$ cat src/ils_pkg.sv
// Shared types and constants for the indexed list store.
// Used by the cell, the read tree, the top level and the checker.
package ils_pkg;

    localparam int CAPACITY  = 64;
    localparam int WORD_W    = 32;
    localparam int OP_W      = 3;
    localparam int POS_W     = 7;
    localparam int COUNT_W   = 7;
    localparam int STAT_W    = 2;
    localparam int CNT_W     = $clog2(CAPACITY + 1);
    localparam int IDX_W     = $clog2(CAPACITY);
    localparam int CMP_W     = (CNT_W > POS_W) ? CNT_W : POS_W;
    localparam int GRP_SIZE  = 8;
    localparam int NUM_GRP   = (CAPACITY + GRP_SIZE - 1) / GRP_SIZE;
    localparam int LATENCY   = 3;

    typedef enum logic [OP_W-1:0] {
        OP_APPEND    = 3'd0,
        OP_INSERT    = 3'd1,
        OP_READ      = 3'd2,
        OP_REMOVE    = 3'd3,
        OP_OVERWRITE = 3'd4
    } t_op;

    typedef enum logic [STAT_W-1:0] {
        ST_OK   = 2'd0,
        ST_OOB  = 2'd1,
        ST_FULL = 2'd2
    } t_status;

    typedef enum logic [1:0] {
        MODE_HOLD,
        MODE_WRITE,
        MODE_INSERT,
        MODE_REMOVE
    } t_mode;

    typedef struct packed {
        t_mode              mode;
        logic [CMP_W-1:0]   sel;
        logic               rd;
        logic [WORD_W-1:0]  data;
    } t_ctrl;

endpackage

$ cat src/ils_cell.sv
// One storage cell of the list chain: holds one word and trades it with its neighbors.
// Depends on ils_pkg.
module ils_cell (
    input  logic                        i_clk,
    input  logic [ils_pkg::IDX_W-1:0]   i_index,
    input  ils_pkg::t_ctrl              i_ctrl,
    input  logic [ils_pkg::WORD_W-1:0]  i_lower,
    input  logic [ils_pkg::WORD_W-1:0]  i_upper,
    output logic [ils_pkg::WORD_W-1:0]  o_word,
    output logic [ils_pkg::WORD_W-1:0]  o_read
);
    import ils_pkg::*;

    logic [WORD_W-1:0] r_word;
    logic [WORD_W-1:0] n_word;
    logic [WORD_W-1:0] r_read;
    logic [WORD_W-1:0] n_read;
    logic              hit;
    logic              above;

    assign hit   = (i_ctrl.sel == CMP_W'(i_index));
    assign above = (i_ctrl.sel < CMP_W'(i_index));

    always_comb begin
        n_word = r_word;
        unique case (i_ctrl.mode)
            MODE_WRITE: begin
                if (hit) begin
                    n_word = i_ctrl.data;
                end
            end
            MODE_INSERT: begin
                if (hit) begin
                    n_word = i_ctrl.data;
                end else if (above) begin
                    n_word = i_lower;
                end
            end
            MODE_REMOVE: begin
                if (hit || above) begin
                    n_word = i_upper;
                end
            end
            default: begin
                n_word = r_word;
            end
        endcase
        n_read = (i_ctrl.rd && hit) ? r_word : '0;
    end

    always_ff @(posedge i_clk) begin
        r_word <= n_word;
        r_read <= n_read;
    end

    assign o_word = r_word;
    assign o_read = r_read;
endmodule

$ cat config.mk
export PLATFORM = sky130hd
export DESIGN_NAME = ils_cell
export DESIGN_NICKNAME = d
export VERILOG_FILES = /design/src/ils_pkg.sv /design/src/ils_cell.sv
export SDC_FILE = /design/constraint.sdc
export NUM_CORES = 1
export LEC_CHECK = 0
export BUFFER_PORTS_ARGS = -buffer_cell sky130_fd_sc_hd__buf_2
export CAP_MARGIN = 20
export CORE_MARGIN = 4
export CORE_UTILIZATION = 42
export DETAILED_ROUTE_END_ITERATION = 12
export PLACE_DENSITY_LB_ADDON = 0.12
export SLEW_MARGIN = 0
export SYNTH_ARGS = -nofsm -noshare
export SYNTH_HDL_FRONTEND = slang
export SYNTH_SLANG_ARGS = --single-unit
$ cat constraint.sdc
create_clock -name i_clk -period 6.2 [get_ports i_clk]
set_clock_uncertainty 0.2 [all_clocks]
set_input_delay 0.93 -clock i_clk [delete_from_list [all_inputs] [get_ports i_clk]]
set_output_delay 0.93 -clock i_clk [all_outputs]
set_load 0.05 [all_outputs]
==> results.md <==
* Outcome: complete, no violations
* Postcts setup bufs at 0
* Core footprint at 0.00721 mm^2
* Synth unique cells at 25
* Worst slew pin tran at ~1.1 ns
* Mapped Cells at around 290
* WHS Path Cells at 1
* Number of I/O pins at approximately 180
* Gpl congestion at between 0.8 and 0.9
* CP max FO at 35
* Total wire length at slightly above 9000 um
* Clk pwr share at around 27%
* Hold Buf Count CTS at 0
* Die boundary width at 93.8 um
* CTS tree: done
* Initial DRC Count at 155
* RSZ-0062 raised after global routing: false
* Inserted Diodes at 0
* Fillers at 668
* Net Sw Frac at around 37%
* Internal Power at 722 uW
* Worst r2r path cells at 1
* Initial antenna violation count at 0
* GRT Util Overall at ~21%
* Via density at approximately 5.4
* TNS Setup at 0 ns
* Mean cell area of the mapped netlist at 10.6 um^2
* Clock sink total at 64
* Leak at 0.00194 uW
* Pwr Density at 272 mW/mm^2
* Die area at 0.00880 mm^2
* Final Hold Viols at 0
* Worst Setup End Kind: register
* Total CTS buffers at 9
* Syn nets at 413
* Switching power total at 422 uW
* Mapped cell area at approximately 0.0031 mm^2
* Setup violations, final at 0
* Longest Clk Path Bufs at 2
* TritonRoute pass-1 iters at 5
* IO Port Bufs at 176
* Setup crit start kind: input pin
* HPWL after DPL at around 6700 um
* Maximum VDD drop at 0.0939 mV
* H-tree lvl count at 3
* Number of global-route vias before repair at 2842
* WL per Instance at 16.7 um
* Hold WC Path Type: reg2reg
* Largest net degree at the start of global routing at 67
* Number of max-cap violations at 0
* Combinational power share at 27.8%
* Seq/Total Area, Yosys at 51.8%
* Rel. slew slack at 27.3%
* Tot Pwr at 1140 uW
* Register bit total from synthesis at 64
* Period Utilization, post-route at 53.5%
* Worst skew pair latency at 0.33 ns
* Synthesis-to-layout area growth at 35.8%
* Min Tclk post-route at between 3 and 4 ns
* Worst-path clk slew at 0.07 ns
* CP Class: in2reg
* Fmax at approximately 0.3 GHz
* Residual DRC at 0
* First-pass GRT wire length at 14200 um
* Yosys Warn Count at 0
* Detailed-route via count at 3002
* Routed Antenna Nets at 0
* Sequential share of power at 45.2%
* Initial Util at 42.9%
* FP Rows at 31
* # resized after CTS at 0
* Fin. max-slew vios at 0
* Grt total ovfl at 0
* CP Data Required Time at 6.17 ns
* Root Buffer: clkbuf_8
* Final nets at 572
* Ratio of cells with drive above 1 in the final layout at 44.8%
* Crit path DAT at 3.29 ns
* Die Height at 93.8 um
cell usage after synthesis, drive strengths merged:
master	count	area (um^2)
a21oi	2	10.0
o31ai	1	7.51
nand3b	1	7.51
dfxtp	32	641
o311ai	32	280
clkbuf	27	101
or3	2	12.5
o211ai	32	245
and3	32	200
nand2	34	128
o2bb2ai	1	8.76
a22oi	32	240
buf	6	52.6
nand4	1	6.26
edfxtp	32	961
nand2b	2	20.0
inv	8	30.0
nor2	1	3.75
nand3	2	15.0
ha	9	113
nor3	2	10.0
stage by stage:
stage	worst slack, ns	area [um^2]	hold slack [ns]	utilization [%]	instances
floorplan	2.28	3090	0.662	-	291
finish	2.88	4200	0.301	58.2	554
global placement	2.41	4000	0.282	55.4	536
CTS	2.69	4170	0.302	57.8	552
detailed placement	2.34	4000	0.290	55.4	536
global route	2.71	4200	0.326	58.2	554
cell usage in the layout, fill, tap and decap left out:
cell	count
and3_1	32
nor3_1	1
nand2b_1	1
clkinvlp_4	3
nand3_2	1
o2bb2ai_4	1
clkbuf_8	9
a22oi_1	32
nand4_1	1
or3_1	2
clkinv_2	2
buf_12	1
a21oi_1	2
o211ai_2	1
buf_2	176
nand2b_4	1
o211ai_1	31
edfxtp_1	32
ha_2	1
nor2_2	1
inv_4	1
o31ai_1	1
nand2_1	34
buf_4	3
nand3_1	1
nor3_2	1
nand3b_1	1
clkinv_4	1
o311ai_0	32
buf_8	1
inv_1	8
ha_1	8
dfxtp_1	32
critical path: stages:
cell,delay [ns]
buf_2,0.07
inv_1,0.03
ha_1,0.28
nand2_1,0.61
or3_1,0.86
buf_8,0.27
o211ai_1,0.20
cells by family after synthesis:
family | Yosys count | share of synthesized area [%]
AO/OA/AOI/OAI | 100 | 25.6
flip-flops | 64 | 51.8
adder cells (fa/ha/maj) | 9 | 3.64
AND/OR/NAND/NOR | 77 | 13.0
buffers and inverters | 41 | 5.95
per-layer routing:
metal,vias to the layer above,track usage [%],part of all wire (%)
met1,1370,27.0,41
met2,151,33.1,49
met4,0,8.78,1.8
met3,12,4.65,8.2
li1,1469,-,-
met5,-,0,0
worst paths after layout:
kind         slack, ns                  from               endpoint
max               2.88            i_index[1]   o_word[15]$_DFFE_PP_
min reg2reg       0.30  o_word[14]$_DFFE_PP_  o_read[14]$_SDFF_PN0_
min               0.30  o_word[14]$_DFFE_PP_  o_read[14]$_SDFF_PN0_
max reg2reg       5.27  o_word[13]$_DFFE_PP_  o_read[13]$_SDFF_PN0_
flip-flops by register name, summed over array words and instances (netlist names):
name    count
o_word     32
o_read     32
power by group through the flow:
stage / registers (uW) / logic, uW / clock network (uW)
floorplan: 663 / 76.3 / 0
global placement: 527 / 314 / 0
detailed placement: 527 / 317 / 0
CTS: 518 / 317 / 317
global route: 523 / 338 / 338
finish: 518 / 318 / 309
layout make-up:
cell class / instances / area [um^2] / area share (%)
Clock buffer: 9 / 124 / 2.95
Sequential cell: 64 / 1600 / 38.1
Multi-Input combinational cell: 186 / 1340 / 31.8
Inverter: 8 / 30.0 / 0.715
Tap cell: 99 / 124 / 2.95
Timing Repair Buffer: 181 / 938 / 22.3
Clock inverter: 7 / 47.5 / 1.13
(Power assumes the default switching activity.)
